--- config.mk ---
export PLATFORM = sky130hd
export DESIGN_NAME = uvs_div_cell
export DESIGN_NICKNAME = d
export VERILOG_FILES = /design/src/design/uvs_pkg.sv /design/src/design/uvs_div_cell.sv
export SDC_FILE = /design/constraint.sdc
export NUM_CORES = 1
export LEC_CHECK = 0
export BUFFER_PORTS_ARGS = -buffer_cell sky130_fd_sc_hd__buf_2
export CELL_PAD_IN_SITES_DETAIL_PLACEMENT = 1
export CELL_PAD_IN_SITES_GLOBAL_PLACEMENT = 1
export CORE_MARGIN = 1.5
export CORE_UTILIZATION = 32
export CTS_BUF_LIST = sky130_fd_sc_hd__clkbuf_8
export CTS_CLUSTER_SIZE = 14
export DETAILED_ROUTE_END_ITERATION = 12
export GPL_ROUTABILITY_DRIVEN = 1
export PLACE_DENSITY_LB_ADDON = 0.1
export SYNTH_ARGS = -nofsm -noshare
export SYNTH_HDL_FRONTEND = slang
export SYNTH_SLANG_ARGS = --single-unit
export TNS_END_PERCENT = 10
--- constraint.sdc ---
create_clock -name clock -period 6.55 [get_ports clock]
set_clock_uncertainty 0.15 [all_clocks]
set_input_delay 1.31 -clock clock [delete_from_list [all_inputs] [get_ports clock]]
set_output_delay 1.31 -clock clock [all_outputs]
set_load 0.01 [all_outputs]
--- src/design/uvs_pkg.sv ---
// Package for the UV-sphere vertex generator: widths, types, the arctangent
// table and the saturation helpers. No dependencies.
package uvs_pkg;

   localparam int CountWidth  = 11;
   localparam int RadiusWidth = 16;
   localparam int MaxSegments = 1024;
   localparam int DivSteps    = 33;
   localparam int CordicSteps = 16;
   localparam int CordicWidth = 18;
   localparam int AngleWidth  = 33;

   localparam logic [1:0] CsrRingCount   = 2'd0;
   localparam logic [1:0] CsrSectorCount = 2'd1;
   localparam logic [1:0] CsrRadius      = 2'd2;

   // CORDIC start value: reciprocal of the gain, rounded into Q15
   localparam logic signed [CordicWidth-1:0] CordicInit = 18'sd19898;

   // one long-division digit cell: partial remainder, pending numerator bits,
   // quotient bits so far
   typedef struct packed {
      logic [CountWidth-1:0] rem;
      logic [DivSteps-1:0]   low;
      logic [DivSteps-1:0]   quot;
   } div_type;

   typedef struct packed {
      logic signed [CordicWidth-1:0] x;
      logic signed [CordicWidth-1:0] y;
      logic signed [AngleWidth-1:0]  z;
      logic                          flip;
   } cordic_type;

   // arctangent of 2^-i, 2^32 per turn
   localparam logic [31:0] AtanTurns [CordicSteps] = '{
      32'd536870912, 32'd316933406, 32'd167458907, 32'd85004756,
      32'd42667331,  32'd21354465,  32'd10679838,  32'd5340245,
      32'd2670163,   32'd1335087,   32'd667544,    32'd333772,
      32'd166886,    32'd83443,     32'd41722,     32'd20861
   };

   function automatic logic signed [15:0] sat_q15(input logic signed [CordicWidth-1:0] v);
      logic signed [15:0] r;
      if (v > 18'sd32767) r = 16'sd32767;
      else if (v < -18'sd32768) r = -16'sd32768;
      else r = v[15:0];
      return r;
   endfunction

   // round a Q30 product back to Q15 and clamp
   function automatic logic signed [15:0] mul_q15(input logic signed [15:0] a,
                                                   input logic signed [15:0] b);
      logic signed [31:0] p;
      logic signed [32:0] t;
      logic signed [17:0] s;
      p = a * b;
      t = {p[31], p} + 33'sd16384;
      s = t[32:15];
      return sat_q15(s);
   endfunction

   // normal (Q1.15) times radius (Q8.8), rounded to Q8.8, clamped to 17 bits
   function automatic logic signed [16:0] scale_pos(input logic signed [15:0] n,
                                                     input logic [RadiusWidth-1:0] rad);
      logic signed [32:0] p;
      logic signed [33:0] t;
      logic signed [18:0] s;
      logic signed [16:0] r;
      p = n * $signed({1'b0, rad});
      t = {p[32], p} + 34'sd16384;
      s = t[33:15];
      if (s > 19'sd65535) r = 17'sd65535;
      else if (s < -19'sd65536) r = -17'sd65536;
      else r = s[16:0];
      return r;
   endfunction

endpackage

--- src/design/uvs_div_cell.sv ---
// One restoring-division digit cell of the quotient chain.
// Depends on uvs_pkg.
module uvs_div_cell (
   input  logic                              clock,
   input  logic [uvs_pkg::CountWidth-1:0]    divisor,
   input  uvs_pkg::div_type                  stage_in,
   output uvs_pkg::div_type                  stage_out
);
   uvs_pkg::div_type stage_ff, stage_in_next;
   logic [uvs_pkg::CountWidth:0] trial;
   logic                         take;

   always_comb begin
      trial = {stage_in.rem, stage_in.low[uvs_pkg::DivSteps-1]};
      take  = trial >= {1'b0, divisor};
      stage_in_next.rem  = take ? (trial[uvs_pkg::CountWidth-1:0] - divisor)
                                : trial[uvs_pkg::CountWidth-1:0];
      stage_in_next.low  = {stage_in.low[uvs_pkg::DivSteps-2:0], 1'b0};
      stage_in_next.quot = {stage_in.quot[uvs_pkg::DivSteps-2:0], take};
   end

   always_ff @(posedge clock) begin
      stage_ff <= stage_in_next;
   end

   assign stage_out = stage_ff;
endmodule

==> results of run 1 <==
-- through the flow --
stage                     hold slack [ns]  worst slack (ns)  total power [W]  instance area (um^2)
after floorplan                      1.19              3.38         0.000607                  2290
after global placement               1.26              2.79         0.000677                  3190
after detailed placement             1.26              2.77         0.000681                  3190
after CTS                           0.892              3.14          0.00109                  3420
after global routing                0.882              2.99          0.00113                  3420
final                               0.911              3.19          0.00107                  3420
-- power by group --
group	switching (W)	internal, W
Clock	0.000184	0.000221
Sequential	0.00000801	0.000498
Combinational	0.0000875	0.0000738
-- how the worst min path moves through the flow --
stage / start / end / cells after the start
after floorplan: stage_in[9] / stage_out[10]$_DFF_P_ / 0
after global placement: stage_in[50] / stage_out[51]$_DFF_P_ / 1
after detailed placement: stage_in[1] / stage_out[2]$_DFF_P_ / 1
after CTS: stage_in[1] / stage_out[2]$_DFF_P_ / 1
after global routing: stage_in[1] / stage_out[2]$_DFF_P_ / 1
final: stage_in[48] / stage_out[49]$_DFF_P_ / 1
-- routing by layer --
metal | global-route usage | vias to the layer above
li1 | - | 971
met1 | 0.170 | 917
met2 | 0.315 | 87
met3 | 0.0462 | 7
met4 | 0.0779 | 0
met5 | 0 | -
-- cells in the mapped netlist, drive strengths merged, types with 2 or more instances --
library cell | instances | share of area
dfxtp | 76 | 0.67
nand2 | 19 | 0.031
inv | 16 | 0.026
o21ai | 13 | 0.042
ha | 11 | 0.060
a21oi | 7 | 0.017
nor2 | 5 | 0.0082
xor2 | 4 | 0.015
buf | 3 | 0.013
nand2b | 3 | 0.0082
nand4 | 3 | 0.0082
a21o | 2 | 0.0066
and3 | 2 | 0.0055
nor2b | 2 | 0.0055
o211ai | 2 | 0.0066
o31ai | 2 | 0.0066
xnor2 | 2 | 0.0077
-- final cells by class --
type	instances	area (um^2)	share of cell area
Clock buffer	9	124	0.0362
Clock inverter	7	106	0.0311
Inverter	16	60.1	0.0175
Multi-Input combinational cell	93	676	0.197
Sequential cell	76	1520	0.444
Tap cell	96	120	0.0351
Timing Repair Buffer	163	816	0.238
-- kinds of logic after synthesis --
kind of cell / Yosys count / synth area share
AO/OA/AOI/OAI: 35 / 0.120
XOR/XNOR: 6 / 0.0230
adder cells (fa/ha/maj): 12 / 0.0689
buffers and inverters: 19 / 0.0394
flip-flops: 76 / 0.665
other: 1 / 0.00164
AND/OR/NAND/NOR: 39 / 0.0821
==> metrics.yaml, run 1 <==
run_status:
  outcome: "finished, final reports clean"
finish:
  final_cell_mix: "163 x buf_2, 76 x dfxtp_1, 19 x nand2_1"
  num-fill-cells: 811
  utilization: 0.498
  layout.cells.non_filler: 460
  nets: 460
  largest_reg_flops: 76
  final_common_cell: "buf_2"
  area.growth.synth_to_final_pct: 49.7
  diodes: 0
  drive_gt1_frac: 0.525
logic_synthesis:
  synth_ff_type: "dfxtp_1"
  seq_area_frac_synth: 0.665
  syn_area_per_cell_um2: 12.2
  async_flop_share: 0
  synth_edf_count: 0
  synth_nets: 289
  ys.warnings.count: 0
  netlist_instances: 188
  netlist_area_mm2: 0.00229
  synth_cell_type_count: 37
  ys_seq_elements: 76
clocking:
  cts_tree: "yes"
  cts_resized: 0
  path_clk_slew_ns: 0.09
  cts.sinks: 76
  clockBufferDepth: 2
  ctsHtreeMaxLevel: 3
  cts_root_buffer: "clkbuf_8"
  cts_setup_buffers: 0
  cts_buffers: 9
  ctsHoldBuffers: 0
floorplan:
  core_area_mm2: 0.00687
  rows: 30
  initial_core_util: 0.333
  die_y_um: 87.5
  fp.dieArea_mm2: 0.00766
  ioPinCount: 166
  die_w_um: 87.5
critical_path:
  cp-end-kind: "register"
  required_ns: 6.59
  crit_type: "in2reg"
  path_max_fanout: 21
  critPathTopFamily: "compound AO/OA/AOI/OAI gates"
  worstSetupStartpoint: "stage_in[65]"
  critPathLaunchType: "input pin"
  endpoint: "stage_out[70]$_DFF_P_"
  path_buf_inv: 2
  cp_slowest_stage_delay_ns: 0.83
  path_depth: 9
  cp_cell_sequence: "buf_2 -> inv_1 -> ha_1 -> fa_1 -> and2b_1 -> o21ai_2 -> a311oi_2 -> o2bb2ai_2 -> o31ai_1"
  crit_arrival_ns: 3.40
  cpMaxStageDelayCell: "o2bb2ai_2"
route:
  viasPerCell: 4.31
  wl_met2_um: 3530
  drt-total-wl_um: 6410
  dr.pass1.iters: 4
  met3WireLength_um: 487
  ant_nets: 0
  vias: 1982
  wl_met1_um: 2290
  highest_layer: "met4"
  drtIter0Drc: 21
  remaining_drc_errors: 0
  wl_per_cell_um: 13.9
timing:
  rsz0062_at_grt: "no"
  min_period_ns: 3.36
  finalSetupTns_ns: 0
  maxSlewViolCount: 0
  relSlewSlack: 0.316
  worst_pin_slew_ns: 1.02
  hold_violations: 0
  fmax_mhz: 298
  period_share: 0.513
  setup_viol: 0
placed_design:
  place.port_buffers: 163
  hpwl_um: 5240
  finalWeightedCongestion: 0.710
  dp_cells: 444
global_routing:
  grt_overflow: 0
  grtUsageTotal: 0.167
  grt_pass1_vias: 1994
  grt_first_pass_wirelength_um: 9570
  grt_start_max_net_pins: 22
  grt_antenna_before_repair: 0
hold_path:
  hp-class: "in2reg"
flow_run:
  cap_violations: 0
power_and_ir_drop:
  p_leak_nw: 1.77
  p_per_area_mw_per_mm2: 313
  irDropWorstVdd_mv: 0.130
(Power assumes the default switching activity.)
==> run 2: changes to the inputs <==
--- a/config.mk
+++ b/config.mk
@@ -9,7 +9,7 @@
 export CELL_PAD_IN_SITES_DETAIL_PLACEMENT = 1
 export CELL_PAD_IN_SITES_GLOBAL_PLACEMENT = 1
 export CORE_MARGIN = 1.5
-export CORE_UTILIZATION = 32
+export CORE_UTILIZATION = 30
 export CTS_BUF_LIST = sky130_fd_sc_hd__clkbuf_8
 export CTS_CLUSTER_SIZE = 14
 export DETAILED_ROUTE_END_ITERATION = 12
==> constraint.sdc (replaced) <==
create_clock -name clock -period 3.3 [get_ports clock]
set_clock_uncertainty 0.15 [all_clocks]
set_input_delay 0.66 -clock clock [delete_from_list [all_inputs] [get_ports clock]]
set_output_delay 0.66 -clock clock [all_outputs]
set_load 0.01 [all_outputs]
==> run 2 against run 1 <==
Compared with the run above: first-iteration DRC count is 76% higher; cell area is 0.88% lower; count of clock-buffer cells in the layout stayed put; combinational power is 100% higher; final cell count is 1.1% higher; power is 85% higher; hold slack worse by 0.65 ns; routed wire length is 3.7% lower; largest cell class unchanged; largest power group unchanged; highest routed layer unchanged.
==> metrics.yaml, run 2 (synthesis results as in run 1) <==
global_routing:
  grtUsageMet3: 0.0589
  grtUsageTotal: 0.153
  grt_pass1_vias: 1763
  busiest_layer: "met2"
  grt_use_met1: 0.187
  grt_overflow: 0
  grt_antenna_before_repair: 0
  grt_start_max_net_pins: 16
  grt_first_pass_wirelength_um: 9580
  grt.met2_usage: 0.248
finish:
  num-fill-cells: 879
  area.growth.synth_to_final_pct: 48.4
  final-seq-area_mm2: 0.00152
  utilization: 0.463
  final_cell_mix: "163 x buf_2, 76 x dfxtp_1, 19 x nand2_1"
  final_common_cell: "buf_2"
  drive_gt1_frac: 0.527
  largest_reg_flops: 76
  multi_input_area_um2: 676
  nets: 462
  diodes: 0
  layout.cells.non_filler: 465
placed_design:
  hpwl_um: 5020
  dp_cells: 449
  place.port_buffers: 163
  finalWeightedCongestion: 0.699
floorplan:
  initial_core_util: 0.312
  die_w_um: 90.3
  core_area_mm2: 0.00733
  die_y_um: 90.3
  ioPinCount: 166
  rows: 31
  fp.dieArea_mm2: 0.00816
clocking:
  ctsHtreeMaxLevel: 3
  ctsHoldBuffers: 0
  cts.sinks: 76
  cts_resized: 0
  clockBufferDepth: 2
  cts_buffers: 9
  path_clk_slew_ns: 0.09
  cts_setup_buffers: 0
  cts_tree: "yes"
  cts_root_buffer: "clkbuf_8"
timing:
  setup_viol: 0
  min_period_ns: 2.50
  hold_ws_ns: 0.260
  period_share: 0.757
  maxSlewViolCount: 0
  hold_violations: 0
  fmax_mhz: 400
  finalSetupTns_ns: 0
  rsz0062_at_grt: "no"
critical_path:
  required_ns: 3.40
  cp-end-kind: "register"
  path_max_fanout: 13
  worstSetupStartpoint: "stage_in[65]"
  crit_type: "in2reg"
  critPathLaunchType: "input pin"
  crit_arrival_ns: 2.60
power_and_ir_drop:
  p_leak_nw: 1.75
  total_power_w: 0.00198
  p_per_area_mw_per_mm2: 585
  irDropWorstVdd_mv: 0.185
route:
  dr.pass1.iters: 4
  ant_nets: 0
  viasPerCell: 4.17
  drtIter0Drc: 37
  vias: 1941
  wl_per_cell_um: 13.3
  remaining_drc_errors: 0
  drt-total-wl_um: 6180
run_status:
  outcome: "finished, final reports clean"
hold_path:
  holdPathEnd: "stage_out[51]$_DFF_P_"
  min_from: "stage_in[50]"
  min_path_cells: 1
  hp-class: "in2reg"
flow_run:
  cap_violations: 0
-- run 2: how the worst max path moves through the flow --
stage / slack (ns) / to / depth (start not counted)
detailed placement: 0.46 / stage_out[70]$_DFF_P_ / 10
floorplan: 0.78 / stage_out[68]$_DFF_P_ / 10
global route: 0.68 / stage_out[70]$_DFF_P_ / 10
CTS: 0.80 / stage_out[70]$_DFF_P_ / 10
finish: 0.80 / stage_out[70]$_DFF_P_ / 10
global placement: 0.46 / stage_out[70]$_DFF_P_ / 10
-- run 2: layout make-up --
type,count,area share
clock inverter,7,0.0170
sequential,76,0.448
inverter,16,0.0177
timing repair buffer,165,0.245
clock buffer,9,0.0365
tap,99,0.0365
multi-input combinational,93,0.199
-- run 2: per-layer routing --
layer	wire, um	part of all wire	vias up
li1	-	-	978
met1	2690	0.44	870
met2	3010	0.49	88
met3	423	0.068	5
met4	59	0.0096	0
met5	0	0	-
-- run 2: worst max-delay path, cell delays in order --
cell and delay [ns]:
buf_2 0.09, inv_1 0.03, ha_1 0.19, fa_1 0.40, and2b_1 0.24, o21ai_2 0.07
a311oi_2 0.35, o2bb2ai_2 0.11, buf_4 0.19, o31ai_1 0.25
-- run 2: where the power goes --
part | leakage, nW | internal [W] | switching (W) | total [W]
logic | 1.02 | 0.000150 | 0.000174 | 0.000324
clock network | 0.0886 | 0.000285 | 0.000372 | 0.000657
registers | 0.641 | 0.000988 | 0.0000143 | 0.00100
total | 1.75 | 0.00142 | 0.000560 | 0.00198
-- run 2: through the flow --
step / instance area, um^2 / setup WS [ns]
after global placement: 3210 / 0.456
after detailed placement: 3210 / 0.460
after global routing: 3390 / 0.678
after floorplan: 2290 / 0.776
after CTS: 3390 / 0.804
final: 3390 / 0.801
==> run 3: changes to the inputs <==
--- a/config.mk
+++ b/config.mk
@@ -9,7 +9,7 @@
 export CELL_PAD_IN_SITES_DETAIL_PLACEMENT = 1
 export CELL_PAD_IN_SITES_GLOBAL_PLACEMENT = 1
 export CORE_MARGIN = 1.5
-export CORE_UTILIZATION = 30
+export CORE_UTILIZATION = 27
 export CTS_BUF_LIST = sky130_fd_sc_hd__clkbuf_8
 export CTS_CLUSTER_SIZE = 14
 export DETAILED_ROUTE_END_ITERATION = 12
==> constraint.sdc (replaced) <==
create_clock -name clock -period 2.1 [get_ports clock]
set_clock_uncertainty 0.15 [all_clocks]
set_input_delay 0.42 -clock clock [delete_from_list [all_inputs] [get_ports clock]]
set_output_delay 0.42 -clock clock [all_outputs]
set_load 0.01 [all_outputs]
==> run 3 against run 2 <==
Compared with the run above: sequential cell count stayed put; worst setup slack got worse by 0.80 ns; core utilization grew 0.38 points; critical path depth unchanged; die area is 11% higher; clock power increased by 93%; via count rose by 8.3%.
==> metrics.yaml, run 3 (synthesis results as in run 1) <==
run_status:
  outcome: "finished, final reports clean"
route:
  dr.pass1.iters: 4
  vias: 2102
  viasPerCell: 4.15
  ant_nets: 0
  drt-total-wl_um: 6920
  remaining_drc_errors: 0
  wl_per_cell_um: 13.7
  drtIter0Drc: 25
timing:
  rsz0062_at_grt: "yes"
  period_share: 0.997
  hold_violations: 0
  setup_viol: 0
  maxSlewViolCount: 0
  min_period_ns: 2.09
  hold_ws_ns: 0.0256
  fmax_mhz: 477
finish:
  final_area_mm2: 0.00383
  final_cell_mix: "161 x buf_2, 76 x dfxtp_1, 29 x buf_4"
  drive_gt1_frac: 0.581
  area.growth.synth_to_final_pct: 67.7
  diodes: 0
  num-fill-cells: 975
  largest_reg_flops: 76
  nets: 497
  final_common_cell: "buf_2"
  utilization: 0.467
critical_path:
  crit_arrival_ns: 2.16
  crit_type: "in2reg"
  path_max_fanout: 4
  required_ns: 2.17
  cp-end-kind: "register"
  critPathLaunchType: "input pin"
clocking:
  cts_root_buffer: "clkbuf_8"
  cts_buffers: 9
  cts.sinks: 76
  clockBufferDepth: 2
  cts_tree: "yes"
  ctsHtreeMaxLevel: 3
  path_clk_slew_ns: 0.09
floorplan:
  initial_core_util: 0.278
  ioPinCount: 166
  fp.dieArea_mm2: 0.00903
  rows: 33
  core_area_mm2: 0.00822
  die_w_um: 95.0
  die_y_um: 95.0
global_routing:
  grtUsageTotal: 0.144
  grt_first_pass_wirelength_um: 9820
  grt_pass1_vias: 2026
  grt_start_max_net_pins: 21
  grt_antenna_before_repair: 0
  grt_overflow: 0
placed_design:
  hpwl_um: 5390
  place.port_buffers: 163
  placed_cell_area_mm2: 0.00346
  finalWeightedCongestion: 0.752
hold_path:
  hp-class: "in2reg"
power_and_ir_drop:
  irDropWorstVdd_mv: 0.417
  p_per_area_mw_per_mm2: 905
  p_leak_nw: 1.97
flow_run:
  cap_violations: 0
## run 3: cell count changes in the layout (fill, tap and decap cells not counted), moves of 2 or more
cell           change
nand2_2            +7
buf_12             +2
nand2_1            -7
bufinv_16          +2
buf_4             +27
dlygate4sd3_1      +7
buf_2              -2
## run 3: final timing paths
check / start / depth (start not counted) / end
max: stage_in[65] / 10 / stage_out[76]$_DFF_P_
min: stage_in[21] / 1 / stage_out[22]$_DFF_P_
## run 3: cell type report
| cell class | instances | area (um^2) | area share |
|---|---|---|---|
| Sequential cell | 76 | 1520 | 0.397 |
| Tap cell | 105 | 131 | 0.0343 |
| Multi-Input combinational cell | 93 | 733 | 0.191 |
| Clock buffer | 10 | 138 | 0.0359 |
| Clock inverter | 6 | 93.8 | 0.0245 |
| Timing Repair Buffer | 200 | 1140 | 0.299 |
| Inverter | 16 | 72.6 | 0.0189 |
## run 3: power breakdown
group          switching (W)  internal, W  leakage (nW)
logic               0.000310     0.000311          1.21
clock network       0.000559     0.000713         0.113
registers          0.0000237      0.00155         0.641
total               0.000892      0.00258          1.97
## run 3: worst max-delay path: stages
cell,delay (ns)
buf_12,0.09
inv_12,0.03
ha_4,0.15
fa_2,0.39
and2b_1,0.24
buf_4,0.11
o31a_1,0.24
o221ai_4,0.16
o2111ai_2,0.22
nand4_1,0.11
## run 3: what timing repair did
action                                  CTS  global route
pin swaps                                 2             8
resized for setup                         1             8
endpoints found under the setup margin    3             4
hold buffers                              6             1
hold endpoints to repair                  6             1
buffers inserted                          1             2
## run 3: per-layer routing
layer  vias up  track usage  part of all wire
met5         -            0                 0
met4         0       0.0709             0.020
met3        10       0.0510             0.088
met2        98        0.251              0.51
met1       951        0.153              0.38
li1       1043            -                 -
## run 3: metrics by stage
stage / power, W / instances / setup slack [ns] / setup TNS, ns
floorplan: 0.00190 / 188 / -0.0701 / -0.658
global placement: 0.00220 / 480 / -0.394 / -3.87
detailed placement: 0.00221 / 480 / -0.443 / -4.42
CTS: 0.00350 / 503 / 0.0117 / 0
global route: 0.00365 / 506 / -0.0546 / -0.0546
finish: 0.00347 / 506 / 0.00573 / 0
