===== src/design/uvs_pkg.sv =====
// Package for the UV-sphere vertex generator: widths, types, the arctangent
// table and the saturation helpers. No dependencies.
package uvs_pkg;

   localparam int CountWidth  = 11;
   localparam int RadiusWidth = 16;
   localparam int MaxSegments = 1024;
   localparam int DivSteps    = 33;
   localparam int CordicSteps = 16;
   localparam int CordicWidth = 18;
   localparam int AngleWidth  = 33;

   localparam logic [1:0] CsrRingCount   = 2'd0;
   localparam logic [1:0] CsrSectorCount = 2'd1;
   localparam logic [1:0] CsrRadius      = 2'd2;

   // CORDIC start value: reciprocal of the gain, rounded into Q15
   localparam logic signed [CordicWidth-1:0] CordicInit = 18'sd19898;

   // one long-division digit cell: partial remainder, pending numerator bits,
   // quotient bits so far
   typedef struct packed {
      logic [CountWidth-1:0] rem;
      logic [DivSteps-1:0]   low;
      logic [DivSteps-1:0]   quot;
   } div_type;

   typedef struct packed {
      logic signed [CordicWidth-1:0] x;
      logic signed [CordicWidth-1:0] y;
      logic signed [AngleWidth-1:0]  z;
      logic                          flip;
   } cordic_type;

   // arctangent of 2^-i, 2^32 per turn
   localparam logic [31:0] AtanTurns [CordicSteps] = '{
      32'd536870912, 32'd316933406, 32'd167458907, 32'd85004756,
      32'd42667331,  32'd21354465,  32'd10679838,  32'd5340245,
      32'd2670163,   32'd1335087,   32'd667544,    32'd333772,
      32'd166886,    32'd83443,     32'd41722,     32'd20861
   };

   function automatic logic signed [15:0] sat_q15(input logic signed [CordicWidth-1:0] v);
      logic signed [15:0] r;
      if (v > 18'sd32767) r = 16'sd32767;
      else if (v < -18'sd32768) r = -16'sd32768;
      else r = v[15:0];
      return r;
   endfunction

   // round a Q30 product back to Q15 and clamp
   function automatic logic signed [15:0] mul_q15(input logic signed [15:0] a,
                                                   input logic signed [15:0] b);
      logic signed [31:0] p;
      logic signed [32:0] t;
      logic signed [17:0] s;
      p = a * b;
      t = {p[31], p} + 33'sd16384;
      s = t[32:15];
      return sat_q15(s);
   endfunction

   // normal (Q1.15) times radius (Q8.8), rounded to Q8.8, clamped to 17 bits
   function automatic logic signed [16:0] scale_pos(input logic signed [15:0] n,
                                                     input logic [RadiusWidth-1:0] rad);
      logic signed [32:0] p;
      logic signed [33:0] t;
      logic signed [18:0] s;
      logic signed [16:0] r;
      p = n * $signed({1'b0, rad});
      t = {p[32], p} + 34'sd16384;
      s = t[33:15];
      if (s > 19'sd65535) r = 17'sd65535;
      else if (s < -19'sd65536) r = -17'sd65536;
      else r = s[16:0];
      return r;
   endfunction

endpackage


===== src/design/uvs_cordic_cell.sv =====
// One CORDIC rotation cell; the step number sets shift and arctangent.
// Depends on uvs_pkg.
module uvs_cordic_cell (
   input  logic                 clock,
   input  logic [3:0]           step,
   input  uvs_pkg::cordic_type  stage_in,
   output uvs_pkg::cordic_type  stage_out
);
   uvs_pkg::cordic_type stage_ff, stage_in_next;
   logic signed [uvs_pkg::CordicWidth-1:0] xs, ys;
   logic signed [uvs_pkg::AngleWidth-1:0]  atan;

   always_comb begin
      xs   = stage_in.x >>> step;
      ys   = stage_in.y >>> step;
      atan = $signed({1'b0, uvs_pkg::AtanTurns[step]});
      stage_in_next.flip = stage_in.flip;
      if (!stage_in.z[uvs_pkg::AngleWidth-1]) begin
         stage_in_next.x = stage_in.x - ys;
         stage_in_next.y = stage_in.y + xs;
         stage_in_next.z = stage_in.z - atan;
      end else begin
         stage_in_next.x = stage_in.x + ys;
         stage_in_next.y = stage_in.y - xs;
         stage_in_next.z = stage_in.z + atan;
      end
   end

   always_ff @(posedge clock) begin
      stage_ff <= stage_in_next;
   end

   assign stage_out = stage_ff;
endmodule


===== config.mk =====
export PLATFORM = sky130hd
export DESIGN_NAME = uvs_cordic_cell
export DESIGN_NICKNAME = d
export VERILOG_FILES = /design/src/design/uvs_pkg.sv /design/src/design/uvs_cordic_cell.sv
export SDC_FILE = /design/constraint.sdc
export NUM_CORES = 1
export LEC_CHECK = 0
export BUFFER_PORTS_ARGS = -buffer_cell sky130_fd_sc_hd__buf_2
export CAP_MARGIN = 20
export CORE_MARGIN = 3
export CORE_UTILIZATION = 45
export CTS_CLUSTER_DIAMETER = 60
export DETAILED_ROUTE_END_ITERATION = 10
export GPL_TIMING_DRIVEN = 0
export PLACE_DENSITY = 0.74
export SLEW_MARGIN = 20
export SYNTH_ARGS = -nofsm -noshare
export SYNTH_HDL_FRONTEND = slang
export SYNTH_SLANG_ARGS = --single-unit

===== constraint.sdc =====
create_clock -name clock -period 7.79 [get_ports clock]
set_input_delay 1.1685 -clock clock [delete_from_list [all_inputs] [get_ports clock]]
set_output_delay 1.1685 -clock clock [all_outputs]
set_load 0.02 [all_outputs]

==> results of run 1 <==
layout make-up:
cell class,count,area [um^2],area share
inverters,35,131,0.0139
flip-flops and latches,70,1400,0.148
clock inverters,5,58.8,0.00622
repair buffers,141,706,0.0747
well taps,225,282,0.0298
clock buffers,11,243,0.0257
plain buffers,48,249,0.0263
multi-input cells,812,6380,0.675
logic make-up after synthesis:
group | synth area share
and+or+nand+nor | 0.159
muxes | 0.152
buffers and inverters | 0.0469
AOI/OAI and AO/OA | 0.220
adders and majority gates | 0.127
DFF | 0.172
xor gates and xnor gates | 0.123
through the flow:
stage / hold slack, ps / worst slack (ps)
floorplan: 1200 / 1320
finish: 919 / 519
global route: 913 / 66.0
global placement: 1270 / -143
detailed placement: 1280 / -286
CTS: 912 / 84.5
routing by layer:
metal,up-vias,GRT usage,share of wire
li1,3867,-,-
met1,3763,0.312,0.40
met2,418,0.414,0.47
met3,92,0.0539,0.084
met4,0,0.121,0.045
met5,-,0,0
power breakdown:
part           switching (mW)  total, mW  leakage [nW]  internal (mW)
sequential             0.0291      0.538         0.591          0.509
combinational           0.705       1.16          3.43          0.458
clock                   0.167      0.424         0.142          0.256
total                   0.901       2.12          4.17           1.22
what timing repair did:
action / in CTS / in global routing
endpoints found under the setup margin: 0 / 4
hold buffers: 0 / 0
resized for setup: 0 / 3
hold endpoints to repair: 0 / 0
setup buffers: 0 / 0
cell usage after synthesis (21+ instances only):
| cell type | number |
|---|---|
| ha_1 | 78 |
| inv_1 | 32 |
| mux4_2 | 27 |
| nor3_1 | 21 |
| dfxtp_1 | 70 |
| xnor2_1 | 74 |
| o21ai_0 | 54 |
| a21oi_1 | 101 |
| a21o_1 | 21 |
| xor2_1 | 41 |
| nand2_1 | 63 |
| nor2_1 | 81 |
| clkbuf_1 | 22 |
worst max-delay path: stages:
cell,delay [ps]
buf_2,160
buf_6,160
buf_12,140
buf_6,180
buf_4,220
inv_1,150
ha_1,300
buf_1,360
nor2_1,100
a211oi_1,370
a21oi_1,200
ha_1,310
nand3_1,100
nor2_1,80
and3b_1,180
or2_2,260
clkbuf_1,170
xor2_1,180
ha_1,370
and3_1,240
and2_1,160
a221oi_1,410
a21oi_1,180
o41ai_2,500
o31ai_1,190
o41ai_1,510
xnor2_1,120
worst max-delay path by stage:
| stage | start | end | slack, ps |
|---|---|---|---|
| after global placement | step[1] | stage_out[33]$_DFF_P_ | -140 |
| final | step[0] | stage_out[31]$_DFF_P_ | 520 |
| after floorplan | step[1] | stage_out[33]$_DFF_P_ | 1320 |
| after CTS | step[1] | stage_out[33]$_DFF_P_ | 80 |
| after detailed placement | step[1] | stage_out[33]$_DFF_P_ | -290 |
| after global routing | step[0] | stage_out[33]$_DFF_P_ | 70 |
layout by cell type (no fill, tap or decap), types with 6 or more instances in the layout:
master / n
nand2b_1: 9
or2_2: 6
nand3_1: 10
inv_1: 32
a21o_1: 21
nor3_1: 21
clkbuf_1: 22
xnor2_1: 74
o31ai_1: 12
mux2_2: 20
o21ai_0: 54
and2_1: 11
o211ai_1: 7
buf_1: 6
buf_2: 154
a211oi_1: 9
xor2_1: 41
nand2_1: 63
a21oi_1: 101
mux4_2: 27
o21a_1: 10
nor2b_1: 13
nor2_1: 81
a31oi_1: 17
clkbuf_16: 9
mux2i_1: 20
dfxtp_1: 70
ha_1: 78
and3_1: 8
==> flow_metrics.py, run 1 <==
metrics = {
    "flow_run": {
        "drv_cap": 0,
    },
    "clock_tree": {
        "clk_pin_slew_worst_paths_ps": 60,
        "clock_path_buffers": 2,
        "cts_tree": "done",
        "cts-buffers-inserted": 9,
        "cts-root-buf": "clkbuf_16",
        "cts.sinks": 70,
        "h-tree-depth": 3,
    },
    "logic_synthesis": {
        "postSynthRegisterBits": 70,
        "postSynthAreaPerCell_um2": 8.45,
        "netlist_instances": 966,
        "synth_edf_count": 0,
        "yosys_most_used_dff": "dfxtp_1",
        "yosysUniqueCellTypes": 78,
        "post-synth-top-area-fraction": 0.172,
        "seq_area_frac_synth": 0.172,
        "syn_nets": 1122,
        "synth.area.top_cells": "dfxtp_1 (17%), ha_1 (12%), xnor2_1 (7.9%), mux4_2 (7.5%), a21oi_1 (6.2%)",
        "synth.cell_area_um2": 8160,
        "synth-async-reset-ratio": 0,
        "synth.largest_area_cell": "dfxtp_1",
        "yosysWarningCount": 0,
    },
    "die": {
        "starting_density": 0.465,
        "fp.dieH_um": 141,
        "io-pin-count": 145,
        "num_rows": 48,
        "core_area_um2": 17500,
        "floorplan.die_area_um2": 19800,
        "die_width_um": 141,
    },
    "final_layout": {
        "final_area_um2": 9450,
        "postLayoutCoreUtil": 0.539,
        "antenna_diodes": 0,
        "max_reg_flops": 70,
        "num-fill-cells": 1697,
        "areaGrowthSynthToFinish_pct": 15.9,
        "finish.cell_count_without_fillers": 1347,
        "layout-drive-gt1-share": 0.221,
        "nets": 1273,
    },
    "global_route": {
        "grt_pass1_wl_um": 39800,
        "grt_remaining_overflow": 0,
        "largest_net_degree_at_the_start_of_global_routing": 14,
        "groute.usage.overall": 0.251,
        "grt_pass1_vias": 7761,
        "antenna_found_initial": 0,
    },
    "worst_setup_path": {
        "cp-end-kind": "flip-flop",
        "critical_path_data_arrival_time_ps": 7490,
        "crit_required_ps": 8010,
        "cp-start-kind": "input port",
        "worstSetupPathType": "input port to flip-flop",
        "worstPathMaxFanout": 10,
    },
    "route": {
        "post_route_antenna_net_violation_count": 0,
        "dr.pass1.iters": 6,
        "totalWireLength_um": 25500,
        "drt_drc_violations_left": 0,
        "routed_wire_length_per_instance_um": 18.9,
        "detail_route.iter0.violations": 661,
        "total_number_of_vias": 8140,
        "via_per_inst": 6.04,
    },
    "place": {
        "place_inst": 1332,
        "count_of_port_buffers_added_during_placement": 141,
        "post_placement_cell_area_um2": 9150,
        "hpwl_um": 20000,
        "gp_congestion": 1.02,
    },
    "sta": {
        "setup-violations-final": 0,
        "finalHoldViolCount": 0,
        "worst_slew_pin_slew_ps": 801,
        "tns_ps": 0,
        "slew_viol_final": 0,
        "final_period_minus_worst_setup_slack_ps": 7270,
        "grt_setup_unrepaired": "false",
        "achievable-frequency_mhz": 138,
        "maxSlewHeadroom": 0.466,
        "period_share": 0.933,
    },
    "power_and_ir_drop": {
        "power_density_nw_per_um2": 225,
        "total_leakage_power_nw": 4.17,
        "vdd_ir_drop_max_mv": 0.141,
        "post-layout-total-power_mw": 2.12,
    },
    "run_status": {
        "result_of_the_run": "finished, final reports clean",
    },
    "hold_path": {
        "hold-path-endpoint": "stage_out[0]$_DFF_P_",
        "worstHoldStart": "stage_in[0]",
        "min_path_cells": 1,
        "hold_path.class": "input port to flip-flop",
    },
}
No activity file was read; power rests on OpenSTA's default activity.
==> run 2: changes to the inputs <==
--- a/config.mk
+++ b/config.mk
@@ -12,6 +12,7 @@
 export CTS_CLUSTER_DIAMETER = 60
 export DETAILED_ROUTE_END_ITERATION = 10
 export GPL_TIMING_DRIVEN = 0
+export MAX_ROUTING_LAYER = met4
 export PLACE_DENSITY = 0.74
 export SLEW_MARGIN = 20
 export SYNTH_ARGS = -nofsm -noshare
==> flow_metrics.py, run 2 (same netlist as run 1, synthesis figures left out) <==
metrics = {
    "worst_setup_path": {
        "critical_path.endpoint": "stage_out[33]$_DFF_P_",
        "worstSetupPathType": "input port to flip-flop",
        "timing.critical_path.buf_inv": 8,
        "cp_slowest_cell": "o41ai_1",
        "worst_path_largest_cell_delay_ps": 500,
        "cp-start-kind": "input port",
        "critical_path_data_arrival_time_ps": 7540,
        "critical_path.startpoint": "step[0]",
        "worstPathMaxFanout": 10,
        "cp-end-kind": "flip-flop",
        "timing.critical_path.depth": 27,
        "critical-path-top-delay-family": "compound AO/OA/AOI/OAI gates",
        "crit_required_ps": 8080,
        "critical_path.most_common_cell": "ha_1",
    },
    "final_layout": {
        "final_common_cell": "buf_2",
        "layout-drive-gt1-share": 0.219,
        "antenna_diodes": 0,
        "max_reg_flops": 70,
        "nets": 1273,
        "most-common-layout-cells": "buf_2 (154), a21oi_1 (101), nor2_1 (81), ha_1 (78), xnor2_1 (74)",
        "areaGrowthSynthToFinish_pct": 15.3,
        "postLayoutCoreUtil": 0.536,
    },
    "route": {
        "via_per_inst": 5.98,
        "detail_route.iter0.violations": 789,
        "routed_wire_length_per_instance_um": 19.1,
        "totalWireLength_um": 25700,
        "total_number_of_vias": 8049,
        "dr.pass1.iters": 6,
        "drt_drc_violations_left": 0,
        "post_route_antenna_net_violation_count": 0,
    },
    "power_and_ir_drop": {
        "total_leakage_power_nw": 4.15,
        "post-layout-total-power_mw": 2.08,
        "power_density_nw_per_um2": 221,
        "vdd_ir_drop_max_mv": 0.125,
    },
    "sta": {
        "period_share": 0.931,
        "setup-violations-final": 0,
        "fin_ws_ps": 537,
        "maxSlewHeadroom": 0.456,
        "finalHoldViolCount": 0,
        "final_period_minus_worst_setup_slack_ps": 7250,
        "achievable-frequency_mhz": 138,
        "finalHoldWorstSlack_ps": 926,
        "grt_setup_unrepaired": "false",
        "worst_slew_pin_slew_ps": 817,
        "slew_viol_final": 0,
    },
    "clock_tree": {
        "clock_path_buffers": 2,
        "cts-buffers-inserted": 9,
        "cts.sinks": 70,
        "cts_tree": "done",
        "cts-root-buf": "clkbuf_16",
        "clk_pin_slew_worst_paths_ps": 50,
        "h-tree-depth": 3,
        "post_cts.repair.setup_buffers": 0,
    },
    "place": {
        "gp_congestion": 1.02,
        "count_of_port_buffers_added_during_placement": 141,
        "hpwl_um": 20100,
        "dpl_worst_slack_ps": -240,
    },
    "global_route": {
        "groute.usage.overall": 0.260,
        "antenna_found_initial": 0,
        "grt_pass1_wl_um": 39900,
        "largest_net_degree_at_the_start_of_global_routing": 14,
        "grt_remaining_overflow": 0,
        "grt_pass1_vias": 7694,
    },
    "run_status": {
        "result_of_the_run": "finished, final reports clean",
    },
    "die": {
        "starting_density": 0.465,
        "io-pin-count": 145,
        "num_rows": 48,
        "fp.dieH_um": 141,
        "die_width_um": 141,
        "floorplan.die_area_um2": 19800,
        "core_area_um2": 17500,
    },
    "flow_run": {
        "drv_cap": 0,
    },
    "hold_path": {
        "hold_path.class": "input port to flip-flop",
    },
}
[run 2: cell types whose count changed in the layout (fill, tap and decap cells not counted), sizes merged]
cell,change
clkbuf,+1
bufinv,-1
clkinvlp,-2
[run 2: metal layers]
metal  routed length [um]  global-route usage  share of wire  up-vias
met2                11900               0.419           0.46      365
met1                10800               0.316           0.42     3731
met4                 1140               0.117          0.044        0
met3                 1960              0.0502          0.076       89
li1                     -                   -              -     3864
met5                    0                   -              0        -
[run 2: timing repair]
action | CTS | global route
resized for setup | 0 | 3
hold buffers | 0 | 0
endpoints found under the setup margin | 0 | 4
[run 2: final cells by class]
cell class | instances | area [um^2]
sequential | 70 | 1400
tap | 225 | 282
multi-input combinational | 812 | 6380
timing repair buffer | 141 | 706
fill | 1705 | 8130
buffer | 48 | 249
inverter | 35 | 131
clock inverter | 2 | 10.0
clock buffer | 12 | 246
[run 2: worst min-delay path by stage]
stage	from	to	slack, ps	cells after the start
2_1_floorplan	stage_in[0]	stage_out[0]$_DFF_P_	1200	0
3_3_place_gp	stage_in[0]	stage_out[0]$_DFF_P_	1270	1
3_5_place_dp	stage_in[0]	stage_out[0]$_DFF_P_	1280	1
4_1_cts	stage_in[0]	stage_out[0]$_DFF_P_	920	1
5_1_grt	stage_in[0]	stage_out[0]$_DFF_P_	920	1
6_report	stage_in[0]	stage_out[0]$_DFF_P_	930	1
[run 2: report_power, final]
| part | switching (mW) | internal [mW] |
|---|---|---|
| combinational | 0.706 | 0.459 |
| clock | 0.153 | 0.219 |
| sequential | 0.0290 | 0.509 |
| total | 0.888 | 1.19 |
[run 2: through the flow]
step                      cells  setup TNS (ps)  area (um^2)
final                      1345               0         9410
after global routing       1345               0         9410
after CTS                  1346               0         9400
after detailed placement   1332            -480         9150
after global placement     1332            -301         9150
after floorplan             966               0         8160
==> run 3: changes to the inputs <==
--- a/config.mk
+++ b/config.mk
@@ -13,7 +13,7 @@
 export DETAILED_ROUTE_END_ITERATION = 10
 export GPL_TIMING_DRIVEN = 0
 export MAX_ROUTING_LAYER = met4
-export PLACE_DENSITY = 0.74
+export PLACE_DENSITY = 0.73
 export SLEW_MARGIN = 20
 export SYNTH_ARGS = -nofsm -noshare
 export SYNTH_HDL_FRONTEND = slang
==> flow_metrics.py, run 3 (same netlist as run 1, synthesis figures left out) <==
metrics = {
    "run_status": {
        "result_of_the_run": "finished, final reports clean",
    },
    "global_route": {
        "largest_net_degree_at_the_start_of_global_routing": 14,
        "antenna_found_initial": 0,
        "grt_pass1_wl_um": 40500,
        "grt_pass1_vias": 7863,
        "grt_remaining_overflow": 0,
        "groute.usage.overall": 0.263,
    },
    "route": {
        "post_route_antenna_net_violation_count": 0,
        "totalWireLength_um": 25900,
        "routed_wire_length_per_instance_um": 19.2,
        "detail_route.iter0.violations": 658,
        "via_per_inst": 6.01,
        "dr.pass1.iters": 6,
        "drt_drc_violations_left": 0,
        "total_number_of_vias": 8095,
    },
    "clock_tree": {
        "clock_path_buffers": 2,
        "cts_tree": "done",
        "h-tree-depth": 3,
        "clk_pin_slew_worst_paths_ps": 60,
        "holdBufCountCts": 0,
        "cts.sinks": 70,
        "cts-buffers-inserted": 9,
        "cts-root-buf": "clkbuf_16",
        "postCtsResizedCells": 0,
        "post_cts.repair.setup_buffers": 0,
    },
    "power_and_ir_drop": {
        "post-layout-total-power_mw": 2.15,
        "power_density_nw_per_um2": 227,
        "total_leakage_power_nw": 4.18,
        "vdd_ir_drop_max_mv": 0.136,
    },
    "die": {
        "core_area_um2": 17500,
        "fp.dieH_um": 141,
        "num_rows": 48,
        "die_width_um": 141,
        "starting_density": 0.465,
        "io-pin-count": 145,
        "floorplan.die_area_um2": 19800,
    },
    "sta": {
        "final_period_minus_worst_setup_slack_ps": 7150,
        "maxSlewHeadroom": 0.454,
        "setup-violations-final": 0,
        "grt_setup_unrepaired": "false",
        "achievable-frequency_mhz": 140,
        "worst_slew_pin_slew_ps": 820,
        "finalHoldViolCount": 0,
        "slew_viol_final": 0,
        "period_share": 0.917,
    },
    "final_layout": {
        "nets": 1273,
        "postLayoutCoreUtil": 0.540,
        "num-fill-cells": 1686,
        "max_reg_flops": 70,
        "final_common_cell": "buf_2",
        "antenna_diodes": 0,
        "most-common-layout-cells": "buf_2 (154), a21oi_1 (101), nor2_1 (81), ha_1 (78), xnor2_1 (74)",
        "layout-drive-gt1-share": 0.221,
        "areaGrowthSynthToFinish_pct": 16.1,
    },
    "worst_setup_path": {
        "critical_path_data_arrival_time_ps": 7440,
        "crit_required_ps": 8090,
        "worstSetupPathType": "input port to flip-flop",
        "cp-end-kind": "flip-flop",
        "cp-start-kind": "input port",
        "worstPathMaxFanout": 10,
    },
    "hold_path": {
        "hold_path.class": "input port to flip-flop",
    },
    "flow_run": {
        "drv_cap": 0,
    },
    "place": {
        "gp_congestion": 1.00,
        "hpwl_um": 20200,
        "count_of_port_buffers_added_during_placement": 141,
    },
}
[run 3: changes by cell type in the layout (fill, tap and decap cells not counted)]
| cell | change |
|---|---|
| bufinv_16 | +2 |
| o41ai_1 | -1 |
| o41ai_2 | +1 |
[run 3: area by class of cell]
class	count	area (um^2)	area share
well taps	225	282	0.0297
repair buffers	141	706	0.0745
clock inverters	4	70.1	0.00739
inverters	35	131	0.0139
multi-input cells	812	6390	0.674
clock buffers	12	246	0.0260
plain buffers	48	249	0.0263
flip-flops and latches	70	1400	0.148
[run 3: worst max-delay path, cell delays in order]
cell and delay (ps):
buf_2 180, buf_6 170, buf_12 140, buf_6 180
buf_4 230, inv_1 160, ha_1 300, buf_1 360
nor2_1 100, a211oi_1 380, a21oi_1 220, ha_1 320
nand3_1 110, nor2_1 80, and3b_1 190, or2_2 270
clkbuf_1 170, xor2_1 180, ha_1 360, and3_1 230
and2_1 160, a221oi_1 380, a21oi_1 170, o41ai_2 480
o31ai_1 220, o41ai_2 350, o21a_1 180
[run 3: metrics by stage]
step	hold WS (ps)	instance area [um^2]	setup WS, ps	cells	setup TNS, ps
floorplan	1200	8160	1320	966	0
global route	917	9480	177	1347	0
detailed placement	1280	9150	-329	1332	-649
global placement	1270	9150	-197	1332	-388
finish	923	9480	643	1347	0
CTS	918	9460	48.4	1348	0
[run 3: per-layer routing]
metal	wire length, um	track usage	up-vias	share of wire
met5	0	-	-	0
met4	1160	0.126	0	0.045
met3	2170	0.0516	101	0.084
met2	11900	0.421	391	0.46
met1	10600	0.320	3737	0.41
li1	-	-	3866	-
[run 3: path summary, 6_finish.rpt]
check        start                    end  depth (start not counted)
max        step[0]  stage_out[33]$_DFF_P_                         27
min    stage_in[0]   stage_out[0]$_DFF_P_                          1
[run 3: power breakdown]
| part | switching, mW | internal (mW) | leakage (nW) |
|---|---|---|---|
| Sequential | 0.0296 | 0.509 | 0.591 |
| Combinational | 0.708 | 0.459 | 3.44 |
| Clock | 0.159 | 0.288 | 0.157 |
| Total | 0.897 | 1.26 | 4.18 |
